===== config.mk =====
export PLATFORM = sky130hd
export DESIGN_NAME = jerk_and_gesture_detector_unit
export DESIGN_NICKNAME = d
export VERILOG_FILES = /design/src/jgd_pkg.sv /design/src/jerk_and_gesture_detector_unit.sv /design/src/jgd_axis_lane.sv /design/src/jgd_merge.sv
export SDC_FILE = /design/constraint.sdc
export NUM_CORES = 1
export LEC_CHECK = 0
export BUFFER_PORTS_ARGS = -buffer_cell sky130_fd_sc_hd__buf_2
export CAP_MARGIN = 15
export CORE_MARGIN = 2
export CORE_UTILIZATION = 40
export DETAILED_ROUTE_END_ITERATION = 12
export SLEW_MARGIN = 20
export SYNTH_ARGS = -nofsm -noshare
export SYNTH_HDL_FRONTEND = slang
export SYNTH_SLANG_ARGS = --single-unit

===== constraint.sdc =====
create_clock -name i_clk -period 6.28 [get_ports i_clk]
set_input_delay 0.628 -clock i_clk [delete_from_list [all_inputs] [get_ports i_clk]]
set_output_delay 0.628 -clock i_clk [all_outputs]
set_load 0.05 [all_outputs]

===== src/jgd_pkg.sv =====
// Shared types, register codes and reset values for the jerk and gesture detector.
`default_nettype none
package jgd_pkg;

    // Field widths
    localparam int unsigned ACCEL_W    = 16;
    localparam int unsigned COUNT_W    = 8;
    localparam int unsigned WINDOW_W   = 16;
    localparam int unsigned GTHRESH_W  = 15;
    localparam int unsigned NOW_W      = 32;
    localparam int unsigned CFG_IDX_W  = 3;
    localparam int unsigned CFG_DATA_W = 16;
    localparam int unsigned NUM_AXES   = 3;
    localparam int unsigned AXIS_W     = 2;

    localparam int unsigned DEF_TIME_WIDTH = 32;

    localparam logic [COUNT_W-1:0] COUNT_MAX = '1;

    // Register reset values
    localparam logic signed [ACCEL_W-1:0] RST_ACCEL_THRESHOLD   = 16'sd3200;
    localparam logic [COUNT_W-1:0]        RST_COUNT_LIMIT       = 8'd15;
    localparam logic [WINDOW_W-1:0]       RST_WINDOW_LENGTH     = 16'd3000;
    localparam logic [COUNT_W-1:0]        RST_WARNING_LIMIT     = 8'd3;
    localparam logic [GTHRESH_W-1:0]      RST_GESTURE_THRESHOLD = 15'd5120;

    // Register indexes
    typedef enum logic [CFG_IDX_W-1:0] {
        REG_ACCEL_THRESHOLD   = 3'd0,
        REG_COUNT_LIMIT       = 3'd1,
        REG_WINDOW_LENGTH     = 3'd2,
        REG_WARNING_LIMIT     = 3'd3,
        REG_GESTURE_THRESHOLD = 3'd4
    } t_cfg_reg;

    // Axis codes
    typedef enum logic [AXIS_W-1:0] {
        AXIS_X = 2'd0,
        AXIS_Y = 2'd1,
        AXIS_Z = 2'd2
    } t_axis;

    // Control shared by all lanes for the item in flight
    typedef struct packed {
        logic advance;  // item accepted this cycle
        logic expire;   // window restarts with this item
        logic jerk;     // merge stage flagged a jerk
    } t_lane_ctrl;

    // One result item
    typedef struct packed {
        logic               motion;
        logic               jerk;
        logic [AXIS_W-1:0]  jerk_axis;
        logic               alert;
        logic [COUNT_W-1:0] warning_count;
        logic               gesture;
    } t_result;

endpackage : jgd_pkg
`default_nettype wire


===== src/jerk_and_gesture_detector_unit.sv =====
// Top level of the jerk and gesture detector: config registers, window timer, lanes, output.
`default_nettype none
// Takes one motion sample per clock while ready and returns one result item for each.
// The three acceleration axes run in parallel lanes, and a merge stage does
// the axis priority, warning count and gyro gesture check in the same cycle,
// so a sample's result lands in the output register in the cycle after it is
// accepted. The input is ready whenever the output register is empty or its
// item is being taken in that cycle; with the output side always ready the
// block sustains one item per clock. Configuration writes take effect at
// the next clock edge.
module jerk_and_gesture_detector_unit #(
    parameter int unsigned TIME_WIDTH = jgd_pkg::DEF_TIME_WIDTH
) (
    input  wire logic                                   i_clk,
    input  wire logic                                   i_rst_n,
    // Configuration write port
    input  wire logic                                   i_cfg_we,
    input  wire logic [jgd_pkg::CFG_IDX_W-1:0]          i_cfg_idx,
    input  wire logic [jgd_pkg::CFG_DATA_W-1:0]         i_cfg_data,
    // Sample input
    input  wire logic                                   i_valid,
    output logic                                        o_ready,
    input  wire logic [jgd_pkg::NOW_W-1:0]              i_now_ms,
    input  wire logic signed [jgd_pkg::ACCEL_W-1:0]     i_accel_x,
    input  wire logic signed [jgd_pkg::ACCEL_W-1:0]     i_accel_y,
    input  wire logic signed [jgd_pkg::ACCEL_W-1:0]     i_accel_z,
    input  wire logic signed [jgd_pkg::ACCEL_W-1:0]     i_gyro_x,
    // Result output
    output logic                                        o_valid,
    input  wire logic                                   i_ready,
    output logic                                        o_motion,
    output logic                                        o_jerk,
    output logic [jgd_pkg::AXIS_W-1:0]                  o_jerk_axis,
    output logic                                        o_alert,
    output logic [jgd_pkg::COUNT_W-1:0]                 o_warning_count,
    output logic                                        o_gesture
);
    import jgd_pkg::*;

    logic signed [ACCEL_W-1:0] r_accel_threshold;
    logic [COUNT_W-1:0]        r_count_limit;
    logic [WINDOW_W-1:0]       r_window_length;
    logic [COUNT_W-1:0]        r_warning_limit;
    logic [GTHRESH_W-1:0]      r_gesture_threshold;

    logic [TIME_WIDTH-1:0]     r_window_start;
    logic [TIME_WIDTH-1:0]     now_t;
    logic [TIME_WIDTH-1:0]     elapsed;

    logic                      advance;
    t_lane_ctrl                lane_ctrl;
    logic [NUM_AXES-1:0]       over;
    logic signed [ACCEL_W-1:0] accel [NUM_AXES];
    t_result                   result;

    logic                      r_valid;
    t_result                   r_result;

    // Write configuration registers; unknown indexes are dropped
    always_ff @(posedge i_clk) begin
        if (!i_rst_n) begin
            r_accel_threshold   <= RST_ACCEL_THRESHOLD;
            r_count_limit       <= RST_COUNT_LIMIT;
            r_window_length     <= RST_WINDOW_LENGTH;
            r_warning_limit     <= RST_WARNING_LIMIT;
            r_gesture_threshold <= RST_GESTURE_THRESHOLD;
        end else if (i_cfg_we) begin
            case (i_cfg_idx)
                REG_ACCEL_THRESHOLD:   r_accel_threshold   <= $signed(i_cfg_data[ACCEL_W-1:0]);
                REG_COUNT_LIMIT:       r_count_limit       <= i_cfg_data[COUNT_W-1:0];
                REG_WINDOW_LENGTH:     r_window_length     <= i_cfg_data[WINDOW_W-1:0];
                REG_WARNING_LIMIT:     r_warning_limit     <= i_cfg_data[COUNT_W-1:0];
                REG_GESTURE_THRESHOLD: r_gesture_threshold <= i_cfg_data[GTHRESH_W-1:0];
                default: ;
            endcase
        end
    end

    // Accept while the output register is free or being drained
    assign o_ready = !r_valid || i_ready;
    assign advance = i_valid && o_ready;

    // Window age, modulo the time width
    assign now_t   = TIME_WIDTH'(i_now_ms);
    assign elapsed = now_t - r_window_start;

    assign lane_ctrl.advance = advance;
    assign lane_ctrl.expire  = (elapsed > TIME_WIDTH'(r_window_length));
    assign lane_ctrl.jerk    = result.jerk;

    // Restart the window at this sample's time
    always_ff @(posedge i_clk) begin
        if (!i_rst_n) begin
            r_window_start <= '0;
        end else if (advance && lane_ctrl.expire) begin
            r_window_start <= now_t;
        end
    end

    assign accel[0] = i_accel_x;
    assign accel[1] = i_accel_y;
    assign accel[2] = i_accel_z;

    // One hit-counting lane per axis
    for (genvar g = 0; g < NUM_AXES; g++) begin : g_lane
        jgd_axis_lane u_lane (
            .i_clk         (i_clk),
            .i_rst_n       (i_rst_n),
            .i_accel       (accel[g]),
            .i_threshold   (r_accel_threshold),
            .i_count_limit (r_count_limit),
            .i_ctrl        (lane_ctrl),
            .o_over        (over[g])
        );
    end

    jgd_merge u_merge (
        .i_clk               (i_clk),
        .i_rst_n             (i_rst_n),
        .i_advance           (advance),
        .i_over              (over),
        .i_gyro              (i_gyro_x),
        .i_warning_limit     (r_warning_limit),
        .i_gesture_threshold (r_gesture_threshold),
        .o_result            (result)
    );

    // Hold the result until it is taken
    always_ff @(posedge i_clk) begin
        if (!i_rst_n) begin
            r_valid <= 1'b0;
        end else if (o_ready) begin
            r_valid <= i_valid;
        end
    end

    always_ff @(posedge i_clk) begin
        if (advance) begin
            r_result <= result;
        end
    end

    assign o_valid         = r_valid;
    assign o_motion        = r_result.motion;
    assign o_jerk          = r_result.jerk;
    assign o_jerk_axis     = r_result.jerk_axis;
    assign o_alert         = r_result.alert;
    assign o_warning_count = r_result.warning_count;
    assign o_gesture       = r_result.gesture;

    // A jerk item reports motion and never a gesture
    a_jerk_motion: assert property (@(posedge i_clk) disable iff (!i_rst_n)
        (o_valid && o_jerk) |-> (o_motion && !o_gesture))
        else $error("jerk without motion or with gesture");

    // An alert comes only with a jerk and an emptied count
    a_alert_jerk: assert property (@(posedge i_clk) disable iff (!i_rst_n)
        (o_valid && o_alert) |-> (o_jerk && (o_warning_count == '0)))
        else $error("alert without jerk or with nonzero count");

    // Without a jerk the axis reads X and no alert shows
    a_quiet_axis: assert property (@(posedge i_clk) disable iff (!i_rst_n)
        (o_valid && !o_jerk) |-> ((o_jerk_axis == AXIS_X) && !o_alert))
        else $error("axis or alert set without a jerk");

endmodule : jerk_and_gesture_detector_unit
`default_nettype wire


===== src/jgd_axis_lane.sv =====
// One acceleration axis: hit compare and saturating hit counter.
`default_nettype none
module jgd_axis_lane (
    input  wire logic                                 i_clk,
    input  wire logic                                 i_rst_n,
    input  wire logic signed [jgd_pkg::ACCEL_W-1:0]   i_accel,
    input  wire logic signed [jgd_pkg::ACCEL_W-1:0]   i_threshold,
    input  wire logic        [jgd_pkg::COUNT_W-1:0]   i_count_limit,
    input  wire jgd_pkg::t_lane_ctrl                  i_ctrl,
    output logic                                      o_over
);
    import jgd_pkg::*;

    logic [COUNT_W-1:0] r_count;
    logic [COUNT_W-1:0] n_count;
    logic [COUNT_W-1:0] bumped;
    logic               hit;

    // Count a hit, saturating at the top
    assign hit    = (i_accel > i_threshold);
    assign bumped = (hit && (r_count != COUNT_MAX)) ? r_count + COUNT_W'(1) : r_count;

    // A restarted window drops this item's hits before the limit check
    assign o_over = !i_ctrl.expire && (bumped > i_count_limit);

    // Clear on window restart or jerk, else keep the bumped count
    always_comb begin
        n_count = r_count;
        if (i_ctrl.advance) begin
            n_count = (i_ctrl.expire || i_ctrl.jerk) ? '0 : bumped;
        end
    end

    always_ff @(posedge i_clk) begin
        if (!i_rst_n) begin
            r_count <= '0;
        end else begin
            r_count <= n_count;
        end
    end

endmodule : jgd_axis_lane
`default_nettype wire


===== src/jgd_merge.sv =====
// Merge stage: axis priority, warning count, alert and gyro gesture tracking.
`default_nettype none
module jgd_merge (
    input  wire logic                                 i_clk,
    input  wire logic                                 i_rst_n,
    input  wire logic                                 i_advance,
    input  wire logic [jgd_pkg::NUM_AXES-1:0]         i_over,
    input  wire logic signed [jgd_pkg::ACCEL_W-1:0]   i_gyro,
    input  wire logic [jgd_pkg::COUNT_W-1:0]          i_warning_limit,
    input  wire logic [jgd_pkg::GTHRESH_W-1:0]        i_gesture_threshold,
    output jgd_pkg::t_result                          o_result
);
    import jgd_pkg::*;

    localparam int unsigned GCMP_W = ACCEL_W + 1;

    logic               r_gesture_armed;
    logic               n_gesture_armed;
    logic [COUNT_W-1:0] r_warnings;
    logic [COUNT_W-1:0] n_warnings;
    logic [COUNT_W-1:0] warn_inc;
    logic               jerk;
    t_axis              axis;
    logic signed [GCMP_W-1:0] gyro_ext;
    logic signed [GCMP_W-1:0] thr_pos;
    logic signed [GCMP_W-1:0] thr_neg;
    logic               gyro_high;
    logic               gyro_low;

    // Pick the first axis over the limit, X before Y before Z
    always_comb begin
        jerk = 1'b1;
        axis = AXIS_X;
        if (i_over[0]) begin
            axis = AXIS_X;
        end else if (i_over[1]) begin
            axis = AXIS_Y;
        end else if (i_over[2]) begin
            axis = AXIS_Z;
        end else begin
            jerk = 1'b0;
        end
    end

    // Gyro compares against plus and minus the threshold
    assign gyro_ext  = GCMP_W'(i_gyro);
    assign thr_pos   = $signed({2'b00, i_gesture_threshold});
    assign thr_neg   = -thr_pos;
    assign gyro_high = (gyro_ext > thr_pos);
    assign gyro_low  = (gyro_ext < thr_neg);

    assign warn_inc = (r_warnings != COUNT_MAX) ? r_warnings + COUNT_W'(1) : r_warnings;

    // Form the result and the next warning and arm state
    always_comb begin
        n_warnings      = r_warnings;
        n_gesture_armed = r_gesture_armed;
        o_result        = '0;
        o_result.jerk      = jerk;
        o_result.jerk_axis = axis;
        if (jerk) begin
            n_warnings = warn_inc;
            if (warn_inc >= i_warning_limit) begin
                o_result.alert = 1'b1;
                n_warnings     = '0;
            end
        end else if (gyro_high) begin
            n_gesture_armed = 1'b1;
        end else if (gyro_low && r_gesture_armed) begin
            n_gesture_armed  = 1'b0;
            o_result.gesture = 1'b1;
        end
        o_result.motion        = jerk || o_result.gesture;
        o_result.warning_count = n_warnings;
    end

    // Advance state only on an accepted item
    always_ff @(posedge i_clk) begin
        if (!i_rst_n) begin
            r_warnings      <= '0;
            r_gesture_armed <= 1'b0;
        end else if (i_advance) begin
            r_warnings      <= n_warnings;
            r_gesture_armed <= n_gesture_armed;
        end
    end

    // A quiet item leaves the warning count alone
    a_warn_hold: assert property (@(posedge i_clk) disable iff (!i_rst_n)
        (i_advance && !jerk) |=> $stable(r_warnings))
        else $error("warning count moved without a jerk");

    // A completed gesture disarms the tracker
    a_gesture_disarm: assert property (@(posedge i_clk) disable iff (!i_rst_n)
        (i_advance && o_result.gesture) |=> !r_gesture_armed)
        else $error("gesture tracker still armed after a gesture");

    // An alert always empties the warning count
    a_alert_clear: assert property (@(posedge i_clk) disable iff (!i_rst_n)
        (i_advance && o_result.alert) |=> (r_warnings == '0))
        else $error("warning count not cleared after alert");

endmodule : jgd_merge
`default_nettype wire


==> flow_metrics.tcl, run 1 <==
set metrics [dict create \
    post-route-util 0.4646 \
    relSlewSlack 0.3056 \
    drt_iter0_markers 689 \
    endpoint_kind "flop" \
    synth_edf_count 14 \
    ant_nets 0 \
    finalHoldViolCount 0 \
    dp.cells 1833 \
    synthXorXnorAreaFrac 0.04037 \
    cts_root_buf "clkbuf_16" \
    avgRoutedWirePerCell_um 15.87 \
    yosysWarnings 0 \
    row_count 60 \
    hold_start "i_valid" \
    grt_start_max_net_pins 85 \
    crit_type "reg2reg" \
    synthCells 1399 \
    drive_above_1_share 0.1282 \
    globalplace.congestion 0.9182 \
    yosys.area_share.simple 0.2207 \
    fmax_mhz 175.9 \
    fin_tns_setup_ns 0 \
    post_layout_nonfiller_instances 1862 \
    setup_viol 0 \
    fillers 2766 \
    cp.required_ns 6.63 \
    yosys-top-cells-count "nand2_1 (217), ha_1 (163), dfxtp_1 (129)" \
    synth_most_common_cell "nand2_1" \
    track_usage 0.2063 \
    irDropWorstVdd_mv 0.1508 \
    synthMuxAreaShare 0.01843 \
    vias 10120 \
    diodes 0 \
    clk_pin_slew_ns 0.06 \
    rsz0062_at_grt "no" \
    synth.distinct_cells 67 \
    tightest_slew_ns 1.041 \
    cts_tree "built" \
    die-area_um2 29010 \
    cts_made_buffers 17 \
    clkLatencyLatePin_ns 0.42 \
    avgSynthCellArea_um2 7.910 \
    cap_violations 0 \
    clkSinkCount 143 \
    p_leak_nw 5.429 \
    synth_top_area_frac 0.2334 \
    ff_latch_area_um2 3003 \
    synth_top_family_by_area "simple AND/OR/NAND/NOR gates" \
    hold_class "in2reg" \
    synth.area.top_cells "dfxtp_1 (23%), ha_1 (18%), nand2_1 (7.4%)" \
    syn-cell-area_um2 11070 \
    synth_compound_area_frac 0.2086 \
    fin_skew_ns 0.009951 \
    postCtsSetupRepairBufs 0 \
    h-tree-depth 4 \
    core_um2 27030 \
    ys_async_sr_fraction 0 \
    synth_ff_type "dfxtp_1" \
    clk_path_buf_depth 2 \
    worstPathArrival_ns 6.03 \
    startpoint "r_accel_threshold[1]" \
    slew_violations 0 \
    crit_path_max_fanout 10 \
    multi_input_area_um2 7476 \
    seq_area_frac_synth 0.2714 \
    timing.rr.start "r_accel_threshold[1]" \
    detail_route.wirelength_um 29560 \
    avgViaCountPerCell 5.434 \
    io_buffers 135 \
    final_nets 1795 \
    cts_hold_buf 0 \
    grt_antenna_before_repair 0 \
    fin_crit_ns 5.685 \
    cts_resized 0 \
    yosys.area_share.adder 0.1861 \
    synth_top_area_cell "dfxtp_1" \
    status "completed" \
    ys_ff_latch 143 \
    io_pins 136 \
    drtPass1Iterations 5 \
    syn_nets 1683 \
    p_per_area_nw_per_um2 197.5 \
    cp-start-kind "flop" \
    grt_pass1_vias 9652 \
    grt_first_pass_wirelength_um 47960 \
    drc 0 \
    start_util 0.4094 \
    fin_crit_sh 0.9052 \
    area_growth_pct 13.48 \
    die_w_um 170.3 \
    dp_hpwl_um 23270 \
    grt_overflow_total 0 \
    fp.dieH_um 170.3 \
]
area by class of cell:
type                            instances  share of cell area
Clock buffer                           22             0.03617
Clock inverter                          7            0.005381
Inverter                              113             0.03378
Multi-Input combinational cell       1097              0.5954
Sequential cell                       143              0.2391
Tap cell                              341             0.03398
Timing Repair Buffer                  139             0.05620
sequential cells by signal, indices dropped and copies added, names as in the netlist:
name                     cells
o_jerk_axis                  2
o_gesture                    1
o_motion                     1
r_gesture_threshold         15
o_jerk                       1
r_warning_limit              8
g_lane.u_lane.r_count       24
u_merge.r_warnings           8
r_window_length             16
o_valid                      1
o_alert                      1
r_window_start              32
r_count_limit                8
r_accel_threshold           16
u_merge.r_gesture_armed      1
o_warning_count              8
stage by stage:
step	instance area [um^2]	hold slack [ns]	total power (W)	worst slack (ns)
floorplan	11070	0.4363	0.001390	0.9270
global placement	12030	0.4433	0.001555	0.4978
detailed placement	12030	0.4477	0.001563	0.3308
CTS	12560	0.4504	0.002497	0.6244
global route	12560	0.4567	0.002610	0.3456
finish	12560	0.4516	0.002480	0.5953
path summary, 6_finish.rpt:
path	end	slack, ns	cells past startpoint
min reg2reg	r_accel_threshold[4]	0.45	2
max reg2reg	g_lane[1].u_lane.r_count[6]	0.60	21
max	g_lane[1].u_lane.r_count[6]	0.60	21
min	o_valid	0.45	3
placed cells by master (no fill, tap or decap), types with 7 or more instances in the layout:
cell,netlist,layout
nand2_1,217,217
ha_1,163,163
buf_2,4,135
dfxtp_1,129,129
a21oi_1,121,121
inv_1,112,111
nor2_1,67,66
o21ai_0,66,66
nand3_1,56,56
nand4_1,43,43
xnor2_1,39,39
a21o_1,36,36
o211ai_1,28,28
nor2b_1,22,22
and3_1,21,21
o21a_1,21,21
nor3_1,17,17
clkbuf_16,0,17
a22o_1,14,14
edfxtp_1,14,14
xor2_1,12,12
or3_1,12,12
nand2b_1,11,11
mux2_2,11,11
nor4_1,9,9
a211oi_1,8,8
mux2i_1,8,8
and2_1,7,7
cells by family (layout without fill, tap and decap cells):
group           after synthesis  in the layout
simple gates                507            507
mux                          19             19
buf+inv                     159            281
compound gates              356            356
xor+xnor                     51             51
fa+ha+maj                   164            164
flops                       143            143
layer usage:
metal  GRT usage  share of wire  vias to the layer above
met4     0.05723          0.019                        0
li1            -              -                     5250
met3     0.03326          0.046                       30
met2      0.3473           0.45                      230
met1      0.2732           0.48                     4608
met5           0              0                        -
worst max-delay path: stages, from the launching register on:
cell and delay, ns:
dfxtp_1 0.33, inv_1 0.08, ha_1 0.29, nor2b_1 0.13
o21a_1 0.15, o21ai_0 0.14, a21oi_1 0.09, o31ai_1 0.44
a21oi_1 0.18, nor2_1 0.40, mux2_2 0.41, ha_1 0.29
nor2b_1 0.14, o21a_1 0.16, o21a_1 0.17, o21bai_1 0.15
a21oi_1 0.13, a211oi_1 0.55, inv_1 0.13, or4_1 0.70
or4_1 0.45, o211ai_1 0.10
report_power, final:
part           switching [W]  leakage (nW)  internal, W
Combinational       0.000357          3.99     0.000227
Clock               0.000386         0.248     0.000546
Sequential         0.0000139          1.19     0.000950
Total               0.000757          5.43      0.00172
Power figures use the tool's default switching activity.
==> run 2, diff against run 1 <==
Settings changed: SYNTH_HIERARCHICAL set to 1.
==> flow_metrics.tcl, run 2 <==
set metrics [dict create \
    status "completed" \
    cts_root_buf "clkbuf_16" \
    final_cell_mix "nand2_1 (305), inv_1 (167), ha_1 (163), buf_2 (134), dfxtp_1 (129)" \
    final_area_um2 14940 \
    fillers 3336 \
    avgSynthCellArea_um2 7.614 \
    detail_route.wirelength_um 36610 \
    drive_above_1_share 0.1394 \
    synth.distinct_cells 91 \
    avgRoutedWirePerCell_um 16.01 \
    grt_antenna_before_repair 2 \
    grt_first_pass_wirelength_um 60020 \
    track_usage 0.2143 \
    p_sw_frac 0.3416 \
    relSlewSlack 0.3480 \
    irDropWorstVdd_mv 0.1944 \
    syn_nets 2022 \
    fin_crit_ns 5.675 \
    p_per_area_nw_per_um2 198.1 \
    synth.area.top_cells "dfxtp_1 (20%), ha_1 (15%), nand2_1 (8.7%)" \
    place_area_um2 14270 \
    io_buffers 135 \
    drtPass1Iterations 5 \
    cts_made_buffers 17 \
    io_pins 136 \
    post-route-util 0.4593 \
    row_count 66 \
    place_ws_ns -0.1500 \
    cp-start-kind "flop" \
    yosysWarnings 6 \
    synth_ff_type "dfxtp_1" \
    core_um2 32540 \
    drt_iter0_markers 755 \
    fmax_mhz 176.2 \
    top_regs "r_window_start (32), g_lane.u_lane/r_count (24)" \
    tightest_slew_ns 0.9779 \
    switchingPower_w 0.001012 \
    regToRegSetupSlack_ns 0.61 \
    synth_top_area_frac 0.1951 \
    seq_area_frac_synth 0.2269 \
    synth_edf_count 14 \
    fin_crit_sh 0.9037 \
    cp.required_ns 6.61 \
    rsz0062_at_grt "no" \
    p_leak_nw 6.303 \
    grt_overflow_total 0 \
    crit_type "reg2reg" \
    worstPathArrival_ns 6.00 \
    fin_tns_setup_ns 0 \
    cts_tree "built" \
    yosys-top-cells-count "nand2_1 (305), inv_1 (167), ha_1 (163)" \
    holdWs_ns 0.4457 \
    seqPwrFrac 0.331 \
    endpoint_kind "flop" \
    hold_class "in2reg" \
    setup_viol 0 \
    globalplace.congestion 0.9379 \
    avgViaCountPerCell 5.537 \
    p_comb_frac 0.294 \
    start_util 0.4067 \
    synth_top_area_cell "dfxtp_1" \
    postCtsSetupRepairBufs 0 \
    fin_skew_ns 0.01948 \
    syn-cell-area_um2 13230 \
    finalHoldViolCount 0 \
    synthCells 1738 \
    cap_violations 0 \
    drc 0 \
    h-tree-depth 4 \
    crit_path_max_fanout 6 \
    grt_start_max_net_pins 103 \
    ant_nets 0 \
    ys_async_sr_fraction 0 \
    clockPowerShare 0.375 \
    grt_pass1_vias 12040 \
    clkLatencyLatePin_ns 0.45 \
    die_w_um 185.9 \
    clk_path_buf_depth 2 \
    regMostFlops "r_window_start" \
    vias 12660 \
    ys_ff_latch 143 \
    fp.dieH_um 185.9 \
    clk_pin_slew_ns 0.07 \
    synth_most_common_cell "nand2_1" \
    layout_commonest_cell "nand2_1" \
    setup_ws_ns 0.6051 \
    die-area_um2 34560 \
    area_growth_pct 12.92 \
    clkSinkCount 143 \
    final_nets 2115 \
    dp_hpwl_um 27730 \
    slew_violations 0 \
    power.internal_w 0.001949 \
    largest_reg_flops 32 \
]
==> run 2: cell count changes after synthesis, sizes merged, moves of 15 or more <==
cell / delta
a21boi: +46
a21oi: -31
clkbuf: +24
inv: +55
nand2: +86
nand4: +35
nand4b: +32
nor2: +32
o2111ai: +27
o211ai: -15
==> run 2: final cells by class <==
cell class                      count  area (um^2)  share of cell area
Clock inverter                      9        121.4            0.008121
Clock buffer                       22        506.7             0.03391
Multi-Input combinational cell   1343         9261              0.6197
Tap cell                          442        553.0             0.03701
Antenna cell                        2        5.005           0.0003349
Timing Repair Buffer              158        863.3             0.05777
Inverter                          168        630.6             0.04220
Sequential cell                   143         3003              0.2009
==> run 2: power by group through the flow <==
stage / sequential [W] / clock (W) / combinational (W)
4_1_cts: 0.000982 / 0.00113 / 0.000860
2_1_floorplan: 0.00101 / 0 / 0.000605
5_1_grt: 0.000986 / 0.00116 / 0.000977
3_3_place_gp: 0.00100 / 0 / 0.000837
3_5_place_dp: 0.00100 / 0 / 0.000852
6_report: 0.000981 / 0.00111 / 0.000870
==> run 2: metal layers <==
| layer | wire, um | track usage |
|---|---|---|
| met4 | 827 | 0.06299 |
| met1 | 16970 | 0.2742 |
| met3 | 1302 | 0.02876 |
| met2 | 17520 | 0.3741 |
| met5 | 0 | 0 |
==> run 2: cells by family after synthesis <==
logic type / synth area share
XOR/XNOR: 0.03309
buffers and inverters: 0.07658
multiplexers: 0.01078
flip-flops: 0.2269
AO/OA/AOI/OAI: 0.2197
adder cells (fa/ha/maj): 0.1556
AND/OR/NAND/NOR: 0.2773
==> run 2: through the flow <==
stage	power, W	std cells
2_1_floorplan	0.001617	1738
3_3_place_gp	0.001839	2254
3_5_place_dp	0.001854	2254
4_1_cts	0.002971	2285
5_1_grt	0.003127	2287
6_report	0.002961	2287
==> run 2: worst paths after layout <==
kind | from | to | cells past startpoint
hold reg to reg | r_warning_limit[6] | r_warning_limit[6] | 2
hold / removal | i_cfg_data[12] | r_gesture_threshold[12] | 3
setup / recovery | r_window_start[4] | g_lane[2].u_lane/r_count[1] | 27
setup reg to reg | r_window_start[4] | g_lane[2].u_lane/r_count[1] | 27
==> run 2: worst max-delay path, stage by stage, from the launching register on <==
cell,delay [ns]
dfxtp_1,0.33
inv_1,0.05
ha_1,0.34
a21o_1,0.20
a31oi_1,0.24
buf_4,0.18
nand2_1,0.04
a21o_1,0.17
a21oi_1,0.18
xnor2_1,0.09
ha_1,0.30
nand4_1,0.12
nor3_2,0.22
nor3b_2,0.24
nor2_1,0.08
a21oi_1,0.15
nor4b_2,0.24
and3_1,0.21
nand4_1,0.10
or4b_4,0.61
nor3b_1,0.22
buf_4,0.16
nor3_4,0.04
inv_1,0.12
nor3b_1,0.13
and2_0,0.27
and4_1,0.26
a221o_1,0.28
==> run 2: what timing repair did <==
item,in CTS,in global routing
endpoints found under the setup margin,0,34
gates resized for setup,0,9
hold buffers,0,0
